[src/hdl/rnxarb_pkg.sv]
`default_nettype none

package rnxarb_pkg;

  // Fixed field widths of the two channels and the configuration register.
  localparam int ID_W       = 4;
  localparam int RING_CFG_W = 5;

  // Ring size taken at reset, before clamping to the ring capacity.
  localparam int RING_SIZE_RESET = 16;

  // Command codes on the input channel.
  localparam logic CMD_REQUEST = 1'b0;
  localparam logic CMD_RELEASE = 1'b1;

  // Block bits kept for each client.
  localparam logic [1:0] BLOCK_NEXT = 2'b01;
  localparam logic [1:0] BLOCK_PREV = 2'b10;

  typedef struct packed {
    logic            cmd;
    logic [ID_W-1:0] client_id;
  } rnxarb_in_t;

  typedef struct packed {
    logic [ID_W-1:0] grant_id;
    logic            last;
  } rnxarb_out_t;

endpackage

`default_nettype wire

[src/hdl/rnxarb_qcell.sv]
`default_nettype none

module rnxarb_qcell
  import rnxarb_pkg::*;
(
  input  wire logic            clk,
  input  wire logic            shift_en,
  input  wire logic            load_en,
  input  wire logic [ID_W-1:0] load_id,
  input  wire logic [ID_W-1:0] up_id,
  output logic      [ID_W-1:0] id_q
);

  logic [ID_W-1:0] id_r;

  // A load wins over the shift, so the entry that is written back at the
  // tail of the scan is not overwritten by its upstream neighbor.
  always_ff @(posedge clk) begin
    if (load_en) begin
      id_r <= load_id;
    end else if (shift_en) begin
      id_r <= up_id;
    end
  end

  assign id_q = id_r;

endmodule

`default_nettype wire

[src/hdl/ring_neighbour_exclusion_arbiter_core.sv]
// Channel   Ports                            Handshake
// input     start, busy, in_data             beat taken when start is high and busy is low
// result    out_strobe, out_data             beat valid for one cycle, always taken
// config    cfg_we, cfg_wdata                ring size written when cfg_we is high
//
// After its accept cycle an item is scanned: the row of queue cells shifts each entry
// of the queue, as it stands after the item, past the grant check in turn, and a
// closing step ends the scan and returns to idle.
// An item whose id lies outside the ring is dropped at accept and leaves busy low.
// Reset is synchronous and active low; the ring size returns to 16, clamped to MAX_CLIENTS.
// The receiver cannot stall, so grants leave as fast as the scan makes them.
`default_nettype none

module ring_neighbour_exclusion_arbiter_core
  import rnxarb_pkg::*;
#(
  parameter int MAX_CLIENTS = 16,
  parameter int QUEUE_DEPTH = 16
) (
  input  wire logic                  clk,
  input  wire logic                  rst_n,
  input  wire logic                  start,
  output logic                       busy,
  input  wire rnxarb_in_t            in_data,
  output logic                       out_strobe,
  output rnxarb_out_t                out_data,
  input  wire logic                  cfg_we,
  input  wire logic [RING_CFG_W-1:0] cfg_wdata
);

  // Width of a client index, of the ring size and of a common compare.
  localparam int IDX_W  = (MAX_CLIENTS > 1) ? $clog2(MAX_CLIENTS) : 1;
  localparam int RS_W   = $clog2(MAX_CLIENTS + 1);
  localparam int CMP_W  = ((RS_W > ID_W) ? RS_W : ID_W) + 1;
  localparam int QIDX_W = (QUEUE_DEPTH > 1) ? $clog2(QUEUE_DEPTH) : 1;
  localparam int QCNT_W = $clog2(QUEUE_DEPTH + 1);
  localparam int RING_RST = (RING_SIZE_RESET > MAX_CLIENTS) ? MAX_CLIENTS
                                                            : RING_SIZE_RESET;

  typedef enum logic {
    S_IDLE,
    S_SCAN
  } state_t;

  typedef logic [1:0] blk_t;

  state_t              state_r, state_nxt;
  logic [RS_W-1:0]     ring_r, ring_nxt;
  blk_t                blk_r   [MAX_CLIENTS];
  blk_t                blk_nxt [MAX_CLIENTS];
  logic [QCNT_W-1:0]   cnt_r, cnt_nxt;
  logic [QCNT_W-1:0]   len_r, len_nxt;
  logic [QCNT_W-1:0]   rd_r, rd_nxt;
  logic [QCNT_W-1:0]   wr_r, wr_nxt;
  logic                pend_vld_r, pend_vld_nxt;
  logic [ID_W-1:0]     pend_id_r, pend_id_nxt;
  logic                strobe_r, strobe_nxt;
  rnxarb_out_t         out_r, out_nxt;

  logic [ID_W-1:0]     cell_q   [QUEUE_DEPTH];
  logic [ID_W-1:0]     cell_up  [QUEUE_DEPTH];
  logic [QUEUE_DEPTH-1:0] cell_ld;
  logic [ID_W-1:0]     cell_ld_id;
  logic                cell_shift;

  logic                accept;
  logic                in_range;
  logic [IDX_W-1:0]    in_idx;
  logic [ID_W-1:0]     head_id;
  logic [IDX_W-1:0]    head_idx;
  logic                head_stale;
  logic                head_grant;
  logic                scan_step;
  logic [QCNT_W-1:0]   tail_pos;

  function automatic logic [RS_W-1:0] clamp_ring(input logic [RING_CFG_W-1:0] v);
    logic [RS_W-1:0] res;
    if (v == '0) begin
      res = RS_W'(1);
    end else if (int'(v) > MAX_CLIENTS) begin
      res = RS_W'(MAX_CLIENTS);
    end else begin
      res = RS_W'(v);
    end
    return res;
  endfunction

  function automatic logic [IDX_W-1:0] prev_of(input logic [IDX_W-1:0] id,
                                               input logic [RS_W-1:0] ring);
    logic [IDX_W-1:0] res;
    if (id == '0) begin
      res = IDX_W'(ring - RS_W'(1));
    end else begin
      res = id - IDX_W'(1);
    end
    return res;
  endfunction

  function automatic logic [IDX_W-1:0] next_of(input logic [IDX_W-1:0] id,
                                               input logic [RS_W-1:0] ring);
    logic [IDX_W-1:0] res;
    if ((CMP_W'(id) + CMP_W'(1)) >= CMP_W'(ring)) begin
      res = '0;
    end else begin
      res = id + IDX_W'(1);
    end
    return res;
  endfunction

  // The wait queue is a row of cells with the oldest entry in cell 0. During
  // the scan every cell takes its upstream neighbor's entry each cycle, so the
  // head entry reaches the grant check one per cycle. An entry that stays
  // blocked is written back behind the entries still to be scanned, which
  // leaves the survivors packed from cell 0 in their old order at the end.
  for (genvar gi = 0; gi < QUEUE_DEPTH; gi++) begin : g_cell
    if (gi == QUEUE_DEPTH - 1) begin : g_tail
      assign cell_up[gi] = '0;
    end else begin : g_mid
      assign cell_up[gi] = cell_q[gi+1];
    end

    rnxarb_qcell u_cell (
      .clk      (clk),
      .shift_en (cell_shift),
      .load_en  (cell_ld[gi]),
      .load_id  (cell_ld_id),
      .up_id    (cell_up[gi]),
      .id_q     (cell_q[gi])
    );
  end

  assign busy     = (state_r != S_IDLE);
  assign accept   = start && !busy;
  assign in_range = CMP_W'(in_data.client_id) < CMP_W'(ring_r);
  assign in_idx   = IDX_W'(in_data.client_id);

  assign head_id    = cell_q[0];
  assign head_idx   = IDX_W'(head_id);
  assign head_stale = CMP_W'(head_id) >= CMP_W'(ring_r);
  assign scan_step  = (state_r == S_SCAN) && (rd_r != len_r);
  assign head_grant = scan_step && !head_stale && (blk_r[head_idx] == '0);

  // Slot behind the entries not yet scanned and the survivors already kept.
  assign tail_pos = len_r - QCNT_W'(1) - rd_r + wr_r;

  assign cell_shift = scan_step;
  assign cell_ld_id = scan_step ? head_id : in_data.client_id;

  always_comb begin
    cell_ld = '0;
    if (accept && in_range && (in_data.cmd == CMD_REQUEST) &&
        (cnt_r < QCNT_W'(QUEUE_DEPTH))) begin
      cell_ld[QIDX_W'(cnt_r)] = 1'b1;
    end else if (scan_step && !head_stale && !head_grant) begin
      cell_ld[QIDX_W'(tail_pos)] = 1'b1;
    end
  end

  // Block bit table: a ring size write clears every bit; a release clears the
  // bits the releaser put on its neighbors; a grant clears the grantee's own bits and
  // then marks both neighbors, so on a ring of one the marks survive on the client itself.
  always_comb begin
    logic [IDX_W-1:0] p_idx;
    logic [IDX_W-1:0] n_idx;
    p_idx = '0;
    n_idx = '0;
    for (int i = 0; i < MAX_CLIENTS; i++) begin
      blk_nxt[i] = blk_r[i];
    end
    if (cfg_we) begin
      for (int i = 0; i < MAX_CLIENTS; i++) begin
        blk_nxt[i] = '0;
      end
    end else if (accept && in_range && (in_data.cmd == CMD_RELEASE)) begin
      p_idx = prev_of(in_idx, ring_r);
      n_idx = next_of(in_idx, ring_r);
      for (int i = 0; i < MAX_CLIENTS; i++) begin
        if (IDX_W'(i) == p_idx) begin
          blk_nxt[i] = blk_nxt[i] & ~BLOCK_NEXT;
        end
        if (IDX_W'(i) == n_idx) begin
          blk_nxt[i] = blk_nxt[i] & ~BLOCK_PREV;
        end
      end
    end else if (head_grant) begin
      p_idx = prev_of(head_idx, ring_r);
      n_idx = next_of(head_idx, ring_r);
      for (int i = 0; i < MAX_CLIENTS; i++) begin
        if (IDX_W'(i) == head_idx) begin
          blk_nxt[i] = '0;
        end
        if (IDX_W'(i) == p_idx) begin
          blk_nxt[i] = blk_nxt[i] | BLOCK_NEXT;
        end
        if (IDX_W'(i) == n_idx) begin
          blk_nxt[i] = blk_nxt[i] | BLOCK_PREV;
        end
      end
    end
  end

  // Scan control. A grant is held back in the pending register until the next grant
  // or the end of the scan, because only the end of the scan tells whether it is the last one.
  always_comb begin
    state_nxt    = state_r;
    ring_nxt     = cfg_we ? clamp_ring(cfg_wdata) : ring_r;
    cnt_nxt      = cnt_r;
    len_nxt      = len_r;
    rd_nxt       = rd_r;
    wr_nxt       = wr_r;
    pend_vld_nxt = pend_vld_r;
    pend_id_nxt  = pend_id_r;
    strobe_nxt   = 1'b0;
    out_nxt      = out_r;

    unique case (state_r)
      S_IDLE: begin
        if (accept && in_range) begin
          if ((in_data.cmd == CMD_REQUEST) && (cnt_r < QCNT_W'(QUEUE_DEPTH))) begin
            len_nxt = cnt_r + QCNT_W'(1);
          end else begin
            len_nxt = cnt_r;
          end
          cnt_nxt      = len_nxt;
          rd_nxt       = '0;
          wr_nxt       = '0;
          pend_vld_nxt = 1'b0;
          state_nxt    = S_SCAN;
        end
      end
      S_SCAN: begin
        if (rd_r == len_r) begin
          cnt_nxt = wr_r;
          if (pend_vld_r) begin
            strobe_nxt       = 1'b1;
            out_nxt.grant_id = pend_id_r;
            out_nxt.last     = 1'b1;
          end
          pend_vld_nxt = 1'b0;
          state_nxt    = S_IDLE;
        end else begin
          rd_nxt = rd_r + QCNT_W'(1);
          if (head_grant) begin
            if (pend_vld_r) begin
              strobe_nxt       = 1'b1;
              out_nxt.grant_id = pend_id_r;
              out_nxt.last     = 1'b0;
            end
            pend_vld_nxt = 1'b1;
            pend_id_nxt  = head_id;
          end else if (!head_stale) begin
            wr_nxt = wr_r + QCNT_W'(1);
          end
        end
      end
      default: begin
        state_nxt = S_IDLE;
      end
    endcase
  end

  always_ff @(posedge clk) begin
    if (!rst_n) begin
      state_r    <= S_IDLE;
      ring_r     <= RS_W'(RING_RST);
      cnt_r      <= '0;
      len_r      <= '0;
      rd_r       <= '0;
      wr_r       <= '0;
      pend_vld_r <= 1'b0;
      pend_id_r  <= '0;
      strobe_r   <= 1'b0;
      out_r      <= '0;
      for (int i = 0; i < MAX_CLIENTS; i++) begin
        blk_r[i] <= '0;
      end
    end else begin
      state_r    <= state_nxt;
      ring_r     <= ring_nxt;
      cnt_r      <= cnt_nxt;
      len_r      <= len_nxt;
      rd_r       <= rd_nxt;
      wr_r       <= wr_nxt;
      pend_vld_r <= pend_vld_nxt;
      pend_id_r  <= pend_id_nxt;
      strobe_r   <= strobe_nxt;
      out_r      <= out_nxt;
      for (int i = 0; i < MAX_CLIENTS; i++) begin
        blk_r[i] <= blk_nxt[i];
      end
    end
  end

  assign out_strobe = strobe_r;
  assign out_data   = out_r;

endmodule

`default_nettype wire

[config.mk]
export PLATFORM = sky130hd
export DESIGN_NAME = ring_neighbour_exclusion_arbiter_core
export DESIGN_NICKNAME = d
export VERILOG_FILES = /design/src/hdl/rnxarb_pkg.sv /design/src/hdl/rnxarb_qcell.sv /design/src/hdl/ring_neighbour_exclusion_arbiter_core.sv
export SDC_FILE = /design/constraint.sdc
export NUM_CORES = 1
export LEC_CHECK = 0
export ABC_AREA = 1
export BUFFER_PORTS_ARGS = -buffer_cell sky130_fd_sc_hd__buf_2
export CELL_PAD_IN_SITES_DETAIL_PLACEMENT = 1
export CELL_PAD_IN_SITES_GLOBAL_PLACEMENT = 2
export CORE_ASPECT_RATIO = 1.1
export CORE_UTILIZATION = 34
export DETAILED_ROUTE_END_ITERATION = 7
export GPL_TIMING_DRIVEN = 1
export PLACE_DENSITY = 0.75
export SLEW_MARGIN = 30
export SYNTH_ARGS = -nofsm -noshare
export SYNTH_HDL_FRONTEND = slang
export SYNTH_SLANG_ARGS = --single-unit
[constraint.sdc]
create_clock -name clk -period 2.8 [get_ports clk]
set_clock_uncertainty 0.05 [all_clocks]
set_input_delay 0.7 -clock clk [delete_from_list [all_inputs] [get_ports clk]]
set_output_delay 0.7 -clock clk [all_outputs]
set_load 0.02 [all_outputs]
Yosys cells after proc, flatten, opt, wreduce, memory -nomap -nowiden
Memory sizes are Yosys's and may differ from the RTL's. A register that Yosys moved wholly into a read port is not among the register bits.
Cells that the tools add are included.
{ "totals": {"register_bits": 101, "mem_bits_rw": 32, "inputBits": 14, "out_inout_bits": 7, "elab_cells": 385, "mem_count": 1} }
{ "classes": {"addsub": 13, "order_cmp": 10, "eq_ne": 85, "muxes": 182, "bitwise_logic": 19, "n_reduce_logical": 48} }
{ "memory_table": {"columns": ["memory", "words", "width", "read_ports", "rd_ports_with_merged_regs", "write_ports", "line_no", "rtl"], "rows": [
  ["blk_r", 16, 2, 17, 1, 16, "ring_neighbour_exclusion_arbiter_core.sv:49", "blk_t blk_r [MAX_CLIENTS];"]
]} }
{ "ops": {"columns": ["cell", "n"], "rows": [
  ["4-bit two-way mux", 48],
  ["4-bit == test, first input constant", 40],
  ["2-bit two-way mux", 64],
  ["32-bit two-way mux", 3],
  ["3-bit by 4-bit == test with 1-bit output, first input constant", 20],
  ["5-bit two-way mux", 14],
  ["1-bit two-way mux", 44],
  ["2-bit by 4-bit == test with 1-bit output, first input constant", 10],
  ["2-bit nonzero test", 17],
  ["16-bit two-way mux", 2],
  ["5-bit one-hot mux with 2 select lines", 3],
  ["4-bit logical NOT", 6],
  ["1-bit by 4-bit == test with 1-bit output, first input constant", 5],
  ["1-bit bitwise OR", 16],
  ["4-bit by 1-bit subtractor with 4-bit output, second input constant", 4],
  ["5-bit by 1-bit adder with 5-bit output, second input constant", 3],
  ["1-bit logical AND", 12],
  ["2-bit != test, second input constant", 6],
  ["4-bit by 1-bit adder with 5-bit output, second input constant", 2],
  ["5-bit >= comparator", 2],
  ["4-bit by 5-bit < comparator with 1-bit output, second input constant", 2],
  ["2-bit AND reduction", 5],
  ["4-bit by 1-bit adder with 4-bit output, second input constant", 2],
  ["1-bit demux with 4-bit select", 2],
  ["other kinds (18)", 25]
]} }

Logic depth before layout (Yosys ltp)
Gate-level depths: netlist (run 1).
{ "logic_depth": {"ltp_word": 14, "depth_mapped": 17, "mapped_depth_nobuf": 17} }

Cells and area by module
Synthesis (run 1) repeated with hierarchy kept, for this count alone.
{ "unflattened": {"cells_unflattened": 1117, "area_unflattened_um2": 8111.5} }
{ "modules_own_cells": {"columns": ["mod", "n_inst", "cells_per_inst", "area_each_um2", "seq_area_each_um2"], "rows": [
  ["ring_neighbour_exclusion_arbiter_core", 1, 829, 5308.8, 1381.3],
  ["rnxarb_qcell", 16, 18, 175.2, 120.1]
]} }

Worst setup path before layout (run 1)
Ideal clock, no wire load.
{ "synth_timing": {"path_kind": "reg-to-reg", "from": "register len_r[1]", "to": "register g_cell[0].u_cell.id_r[0] (data pin)", "setup_ns": 0.255, "arrival_time_ns": 2.418, "required_time_ns": 2.495, "path_slack_ns": 0.078, "stages_incl_launch_ff": 16, "n_path_buf": 0, "period_less_slack_ns": 2.722, "cell_sequence": "dfxtp_1 -> inv_1 -> fa_1 -> inv_1 -> ha_1 -> inv_1 -> fa_1 -> inv_1 -> nand3_1 -> nand3_1 -> nand3_1 -> nor2_1 -> nand3_1 -> nand2_1 -> nand2_1 -> and2_1"} }
{ "synth_between": {"elab_chain_len": 10, "word_cells_on_any_way": 18, "cone_classes": "add/sub (3); order compare (2); eq/ne (1); mux (6); reduce/logical (6)"} }
{ "synth_lines": {"columns": ["element", "line_no", "rtl"], "rows": [
  ["start, declared", "ring_neighbour_exclusion_arbiter_core.sv:52", "logic [QCNT_W-1:0] len_r, len_nxt;"],
  ["start signal, assigned", "ring_neighbour_exclusion_arbiter_core.sv:281", "len_r <= len_nxt;"],
  ["4-bit by 1-bit subtractor with 4-bit output", "ring_neighbour_exclusion_arbiter_core.sv:144", "assign tail_pos = len_r - QCNT_W'(1) - rd_r + wr_r;"],
  ["4-bit subtractor", "ring_neighbour_exclusion_arbiter_core.sv:144", null],
  ["4-bit adder", "ring_neighbour_exclusion_arbiter_core.sv:144", null],
  ["4-bit by 5-bit < comparator with 1-bit output (not written as such) / 4-bit by 1-bit >= comparator with 1-bit output (equally long branches)", "ring_neighbour_exclusion_arbiter_core.sv:155", "cell_ld[QIDX_W'(tail_pos)] = 1'b1;"],
  ["1-bit logical AND (not written as such)", "ring_neighbour_exclusion_arbiter_core.sv:155", null],
  ["1-bit two-way mux (not written as such)", "ring_neighbour_exclusion_arbiter_core.sv:155", null],
  ["1-bit demux with 4-bit select", "ring_neighbour_exclusion_arbiter_core.sv:155", null],
  ["16-bit two-way mux", "ring_neighbour_exclusion_arbiter_core.sv:154", "end else if (scan_step && !head_stale && !head_grant) begin"],
  ["16-bit two-way mux", "ring_neighbour_exclusion_arbiter_core.sv:151", "if (accept && in_range && (in_data.cmd == CMD_REQUEST) &&"],
  ["4-bit two-way mux *", "rnxarb_qcell.sv:19", "if (load_en) begin"],
  ["end signal, assigned", "rnxarb_qcell.sv:20", "id_r <= load_id;"],
  ["end signal, assigned", "rnxarb_qcell.sv:22", "id_r <= up_id;"],
  ["end, declared", "rnxarb_qcell.sv:14", "logic [ID_W-1:0] id_r;"]
]} }
Every way passes the cells marked *; elsewhere a longest branch is shown, timed or not.
A chain may end at the register's enable or synchronous reset.

Worst setup path after layout (run 1)
{ "layout_timing": {"from": "register wr_r[1]", "to": "register g_cell[15].u_cell.id_r[2] (data pin)"} }
{ "layout_between": {"elab_chain_len": 8, "word_cells_on_any_way": 9, "cone_classes": "add/sub (1); order compare (2); mux (5); reduce/logical (1)"} }
{ "layout_lines": {"columns": ["element", "line_no", "rtl"], "rows": [
  ["start, declared", "ring_neighbour_exclusion_arbiter_core.sv:54", "logic [QCNT_W-1:0] wr_r, wr_nxt;"],
  ["start signal, assigned", "ring_neighbour_exclusion_arbiter_core.sv:283", "wr_r <= wr_nxt;"],
  ["4-bit adder *", "ring_neighbour_exclusion_arbiter_core.sv:144", null],
  ["4-bit by 5-bit < comparator with 1-bit output (not written as such) / 4-bit by 1-bit >= comparator with 1-bit output (equally long branches)", "ring_neighbour_exclusion_arbiter_core.sv:155", null],
  ["1-bit logical AND (not written as such)", "ring_neighbour_exclusion_arbiter_core.sv:155", null],
  ["1-bit two-way mux (not written as such)", "ring_neighbour_exclusion_arbiter_core.sv:155", null],
  ["1-bit demux with 4-bit select *", "ring_neighbour_exclusion_arbiter_core.sv:155", null],
  ["16-bit two-way mux *", "ring_neighbour_exclusion_arbiter_core.sv:154", null],
  ["16-bit two-way mux *", "ring_neighbour_exclusion_arbiter_core.sv:151", null],
  ["4-bit two-way mux *", "rnxarb_qcell.sv:19", null],
  ["end signal, assigned", "rnxarb_qcell.sv:20", null],
  ["end signal, assigned", "rnxarb_qcell.sv:22", null],
  ["end, declared", "rnxarb_qcell.sv:14", null]
]} }
Marked as above.

==> flow_metrics.py, run 1 <==
metrics = {
    "status": {
        "status": "finished clean",
    },
    "pwr": {
        "power_density_nw_per_um2": 649,
        "seq_power_share_pct": 35.1,
        "pwr-share-comb_pct": 31.1,
        "power.net_switching_mw": 2.50,
        "peakVddDrop_uv": 341,
        "post-layout-total-power_mw": 6.89,
        "p_leak_nw": 4.82,
        "clockPowerShare_pct": 33.8,
        "intPower_mw": 4.39,
        "proportion_of_total_power_due_to_net_switching_pct": 36.3,
    },
    "clock_network": {
        "cts_root_buf": "clkbuf_16",
        "clock_sink_count": 137,
        "hold_buffers": 0,
        "cts_htree_levels": 4,
        "numCtsBuffers": 17,
        "clock_insertion_delay_worst_skew_ns": 0.44,
        "cts.path.max_buffers": 2,
        "clk_pin_slew_ns": 0.07,
        "cts_tree": "built",
    },
    "global_route": {
        "grt_pass1_vias": 8202,
        "antenna_found_initial": 0,
        "globalRouteTotalUtil_pct": 24.2,
        "wire_length_of_the_first_global_routing_pass_um": 44800,
        "global_route.overflow_total": 0,
        "maximum_number_of_pins_on_one_net_before_global_route_repair": 37,
    },
    "floorplanning": {
        "die_h_um": 165,
        "die_area_sq_um": 24700,
        "floorplan.io_pins": 21,
        "die_x_um": 150,
        "initial_utilization_pct": 34.6,
        "placeableCoreArea_sq_um": 23700,
        "placementRows": 59,
    },
    "synth": {
        "synth.net_count": 1158,
        "synth.ff_latch_count": 137,
        "yosys_warnings": 0,
        "synth.avg_cell_area_sq_um": 7.43,
        "fraction_of_the_yosys_area_taken_by_sequential_cells_pct": 41.3,
        "synthesis.area_sq_um": 8200,
        "netlist-cell-type-count": 39,
        "synth_cells": 1104,
    },
    "hold_path": {
        "hold_crit_class": "flip-flop to flip-flop",
    },
    "setup_path": {
        "worst_setup_path_start_kind": "flip-flop",
        "crit_path_end_kind": "flip-flop",
        "path_common_cell": "nand2_4",
        "worst_ep_required_time_ns": 3.03,
        "worst_path_largest_cell_delay_ns": 0.46,
        "regToRegSetupSlack_ns": 0.02,
        "timing.critical_path.arrival_ns": 3.01,
        "crit_slowest_cell": "fa_1",
        "critical_path_class": "flip-flop to flip-flop",
        "crit_chain": "inv_2 -> fa_1 -> inv_1 -> ha_2 -> inv_2 -> fa_2 -> inv_2 -> nand3_4 -> nand2_4 -> nand2_4 -> nand2_4 -> nand2_4 -> buf_6 -> nor2_4 -> nand2_2 -> buf_6 -> a21oi_2",
        "worstPathMaxFanout": 4,
    },
    "placement": {
        "pre_cts_ws_ns": -0.166,
        "place.port_buffers": 20,
        "place_congestion": 0.838,
        "detailed_place_hpwl_um": 21400,
        "dpl.cell_count": 1507,
    },
    "layout": {
        "mostFrequentLayoutCells": "nand2_1, nand3_1, buf_4",
        "areaGrowthSynthToFinish_pct": 29.6,
        "num-nets-final": 1290,
        "drive_gt1_share_pct": 23.9,
        "finalNonFillerCells": 1554,
        "antenna-diode-count": 0,
        "final_common_cell": "nand2_1",
    },
    "detailed_routing": {
        "ant_nets": 0,
        "drt_pass1_iterations": 5,
        "final_wirelength_um": 28700,
        "drc_errors_left": 0,
        "routed-via-count": 7949,
        "initialDrtViolationCount": 460,
        "drt-wirelength-per-cell_um": 18.5,
        "via_density_per_instance": 5.12,
    },
    "sta": {
        "final_worst_path_period_share_pct": 99.3,
        "setup_total_negative_slack_ns": 0,
        "final-setup-viol-count": 0,
        "setup_ws_ns": 0.0186,
        "finalCriticalPeriod_ns": 2.78,
        "timing.final.max_slew_violations": 0,
        "setup_repair_after_global_routing_missed_its_margin": "yes",
        "max_freq_mhz": 360,
        "worst_slew_margin_rel_pct": 58.0,
        "worst_slew_pin_slew_ns": 0.627,
        "timing_hold_violations_final": 0,
    },
    "flow_run": {
        "max-cap-violations": 0,
    },
}
## layer usage
metal	share of wire (%)	vias to the layer above	GRT usage [%]	routed length, um
li1	-	3982	-	-
met1	43	3811	28.7	12300
met2	52	107	44.6	14900
met3	2.2	49	2.57	630
met4	2.9	0	8.77	842
met5	0	-	0	0
## critical path, delay by kind of cell (launching register included)
family / cells / cell delay [ns]
adder cells (fa/ha/maj): 3 / 1.00
AND/OR/NAND/NOR: 7 / 0.59
buffers and inverters: 6 / 0.51
AO/OA/AOI/OAI: 1 / 0.14
flip-flops: 1 / 0.33
## path summary, 6_finish.rpt
check                                 start                   endpoint  cells after the start
worst max-delay path                wr_r[1]  g_cell[15].u_cell.id_q[2]                     17
worst min-delay path            out_data[2]                out_data[2]                      2
worst max register to register      wr_r[1]  g_cell[15].u_cell.id_q[2]                     17
worst min register to register  out_data[2]                out_data[2]                      2
## through the flow
step / util, % / hold WS [ns] / cell area (sq um)
6_report: 44.8 / 0.417 / 10600
3_3_place_gp: 39.5 / 0.402 / 9360
3_5_place_dp: 39.5 / 0.409 / 9360
2_1_floorplan: - / 0.390 / 8200
5_1_grt: 44.8 / 0.446 / 10600
4_1_cts: 42.6 / 0.419 / 10100
## registers in the layout, summed over array words and instances (netlist names), named ones only
| signal | cells |
|---|---|
| out_strobe | 1 |
| len_r | 5 |
| g_cell.u_cell.id_q | 64 |
| busy | 1 |
| pend_vld_r | 1 |
| rd_r | 5 |
| out_data | 5 |
| pend_id_r | 4 |
| wr_r | 5 |
| blk_r | 32 |
| cnt_r | 5 |
| ring_r | 5 |
## cells in the mapped netlist
cell type	instances	area, sq um
nand3_2	3	30.0
edfxtp_1	64	1920
or2_2	3	18.8
clkbuf_1	13	48.8
o2111ai_1	1	8.76
o21ai_0	67	335
nand2_4	9	101
o211ai_1	2	15.0
xor2_1	14	123
ha_1	36	450
nor2_4	1	11.3
nor2_1	68	255
o21a_1	2	15.0
clkinv_1	4	15.0
nor2_2	1	6.26
buf_2	7	35.0
nand3_1	172	861
a21oi_1	67	335
buf_12	1	20.0
fa_1	4	80.1
dfxtp_1	73	1460
nand2_1	330	1240
and2_1	7	43.8
nor3_1	7	35.0
o21bai_1	1	7.51
a21o_1	2	15.0
inv_2	2	7.51
buf_1	2	7.51
a21boi_4	1	18.8
and3_1	2	12.5
o22ai_1	5	31.3
nand4_1	22	138
a22oi_1	3	22.5
nand2_2	10	62.6
inv_1	87	327
a31oi_1	3	18.8
mux2i_1	1	10.0
xnor2_1	4	35.0
buf_4	3	22.5
## cell type report
type,instances,area (sq um)
sequential,137,3390
clock buffer,19,433
fill,2941,13100
multi-input combinational,848,4840
clock inverter,13,158
inverter,93,349
tap,305,382
timing repair buffer,139,1080
## kinds of logic (layout without fill, tap and decap cells)
group,count (synthesis),count (layout),synth area share (%)
mux,1,1,0.122
simple gates,635,635,34.3
xor+xnor,18,18,1.92
flops,137,137,41.3
compound gates,154,154,10.0
buf+inv,119,264,5.89
fa+ha+maj,40,40,6.47
## power groups by stage
stage / logic, mW / clock network, mW / registers [mW]
2_1_floorplan: 1.07 / 0 / 2.41
3_3_place_gp: 1.77 / 0 / 2.46
3_5_place_dp: 1.80 / 0 / 2.46
4_1_cts: 1.88 / 2.37 / 2.42
5_1_grt: 2.35 / 2.44 / 2.43
6_report: 2.14 / 2.33 / 2.42
## repair_timing
action,4_1_cts,5_1_grt
gates resized for setup,34,108
buffers inserted,2,13
pin swaps,4,35
endpoints found under the setup margin,130,149
Note: power is estimated with default switching activity, not from simulation.
==> inputs of run 2 (changes only) <==
CORE_ASPECT_RATIO = default   (was 1.1)
==> run 2 against run 1 <==
Combinational power grew 3%; highest routed layer unchanged; first-iteration DRC count shrank 15%; largest cell class unchanged; design area grew 0.92%; hold slack lost 0.0016 ns; largest power group unchanged.
==> flow_metrics.py, run 2 (synthesis gave the netlist of run 1 again) <==
metrics = {
    "setup_path": {
        "worstPathMaxFanout": 4,
        "r2r-start": "wr_r[1]",
        "worst_setup_path_start_kind": "flip-flop",
        "worst_ep_required_time_ns": 2.94,
        "crit_path_end_kind": "flip-flop",
        "critical_path_class": "flip-flop to flip-flop",
        "worst_setup_path_startpoint": "wr_r[1]",
        "regToRegSetupSlack_ns": 0.006,
        "timing.critical_path.arrival_ns": 2.93,
    },
    "sta": {
        "finalCriticalPeriod_ns": 2.79,
        "whs_ns": 0.415,
        "final_worst_path_period_share_pct": 99.8,
        "setup_repair_after_global_routing_missed_its_margin": "yes",
        "max_freq_mhz": 358,
        "worst_slew_pin_slew_ns": 0.688,
        "final-setup-viol-count": 0,
        "timing_hold_violations_final": 0,
        "worst_slew_margin_rel_pct": 53.9,
        "timing.final.max_slew_violations": 0,
    },
    "floorplanning": {
        "placeableCoreArea_sq_um": 23500,
        "initial_utilization_pct": 34.8,
        "floorplan.io_pins": 21,
        "die_area_sq_um": 24700,
        "die_x_um": 157,
        "die_h_um": 157,
        "placementRows": 56,
    },
    "global_route": {
        "global_route.overflow_total": 0,
        "grt_pass1_vias": 7959,
        "maximum_number_of_pins_on_one_net_before_global_route_repair": 36,
        "antenna_found_initial": 0,
        "globalRouteTotalUtil_pct": 23.5,
        "wire_length_of_the_first_global_routing_pass_um": 43900,
    },
    "hold_path": {
        "min_from": "out_data[2]",
        "hold_crit_class": "flip-flop to flip-flop",
    },
    "clock_network": {
        "cts.path.max_buffers": 2,
        "cts_root_buf": "clkbuf_16",
        "cts_tree": "built",
        "numCtsBuffers": 17,
        "clock_insertion_delay_worst_skew_ns": 0.44,
        "clock_sink_count": 137,
        "clk_pin_slew_ns": 0.07,
        "cts_htree_levels": 4,
    },
    "pwr": {
        "power.net_switching_mw": 2.57,
        "proportion_of_total_power_due_to_net_switching_pct": 37.7,
        "p_leak_nw": 4.79,
        "intPower_mw": 4.24,
        "seq_power_share_pct": 35.5,
        "pwr-share-comb_pct": 32.3,
        "clockPowerShare_pct": 32.2,
        "power_density_nw_per_um2": 635,
        "peakVddDrop_uv": 286,
        "post-layout-total-power_mw": 6.81,
    },
    "placement": {
        "place.port_buffers": 20,
        "detailed_place_hpwl_um": 20800,
        "place_congestion": 0.885,
    },
    "layout": {
        "num-nets-final": 1277,
        "mostFrequentLayoutCells": "nand2_1, nand3_1, buf_4",
        "drive_gt1_share_pct": 25.0,
        "final_common_cell": "nand2_1",
        "areaGrowthSynthToFinish_pct": 30.8,
        "post-route-util_pct": 45.6,
        "flip_flop_count_of_the_largest_register_after_layout": 64,
        "antenna-diode-count": 0,
    },
    "detailed_routing": {
        "drt-wirelength-per-cell_um": 17.9,
        "final_wirelength_um": 27800,
        "routed-via-count": 7919,
        "drc_errors_left": 0,
        "initialDrtViolationCount": 391,
        "via_density_per_instance": 5.09,
        "ant_nets": 0,
        "drt_pass1_iterations": 5,
    },
    "status": {
        "status": "finished clean",
    },
    "flow_run": {
        "max-cap-violations": 0,
    },
}
[run 2: cell types whose count changed in the layout (fill, tap and decap cells not counted), moves of 4 or more]
cell / change
nand3_1: -6
inv_2: +5
buf_4: -15
nand3_4: +7
nor2_4: +5
ha_1: -4
inv_1: -5
[run 2: critical path: stages (launching register included)]
cell     delay, ns
dfxtp_2       0.33
inv_2         0.05
fa_1          0.47
inv_1         0.07
ha_2          0.16
inv_2         0.04
fa_2          0.35
nand2_2       0.12
buf_6         0.11
nand3_4       0.12
nand3_4       0.13
nor2_4        0.05
nand3_4       0.11
buf_6         0.14
nand3_4       0.09
and2_4        0.16
[run 2: final cells by class]
type                            instances  area, sq um
Clock buffer                           17          425
Fill cell                            2931        12800
Tap cell                              319          399
Inverter                               93          349
Multi-Input combinational cell        848         5040
Sequential cell                       137         3390
Clock inverter                         15          130
Timing Repair Buffer                  126          991
[run 2: timing repair]
item / CTS / global route
pin swaps: 24 / 40
setup buffers: 2 / 7
resized for setup: 75 / 108
setup endpoints to repair: 132 / 149
hold buffers: 0 / 0
[run 2: per-stage QoR]
| step | instance area (sq um) | TNS (ns) | worst slack [ns] | instances |
|---|---|---|---|---|
| after floorplan | 8200 | 0 | 0.0776 | 1104 |
| after global placement | 9340 | -8.64 | -0.138 | 1515 |
| after detailed placement | 9340 | -14.80 | -0.212 | 1515 |
| after CTS | 10200 | -0.0992 | -0.0335 | 1549 |
| after global routing | 10700 | -4.51 | -0.107 | 1555 |
| final | 10700 | 0 | 0.00624 | 1555 |
[run 2: path summary, 6_finish.rpt]
| path | endpoint | cells after the start |
|---|---|---|
| hold / removal | out_data[2] | 2 |
| setup / recovery | g_cell[0].u_cell.id_q[0] | 15 |
| setup reg to reg | g_cell[0].u_cell.id_q[0] | 15 |
| hold reg to reg | out_data[2] | 2 |
[run 2: metal layers]
metal	vias up	share of wire, %	GRT usage [%]
met2	110	46	36.6
met3	18	3.0	4.32
met4	0	0.96	4.48
li1	3955	-	-
met5	-	0	0
met1	3836	51	33.9
[run 2: power by group through the flow]
stage,Sequential [mW],Combinational (mW),Clock (mW)
5_1_grt,2.44,2.41,2.30
3_3_place_gp,2.46,1.78,0
2_1_floorplan,2.41,1.07,0
3_5_place_dp,2.46,1.79,0
4_1_cts,2.42,1.96,2.22
6_report,2.42,2.20,2.19
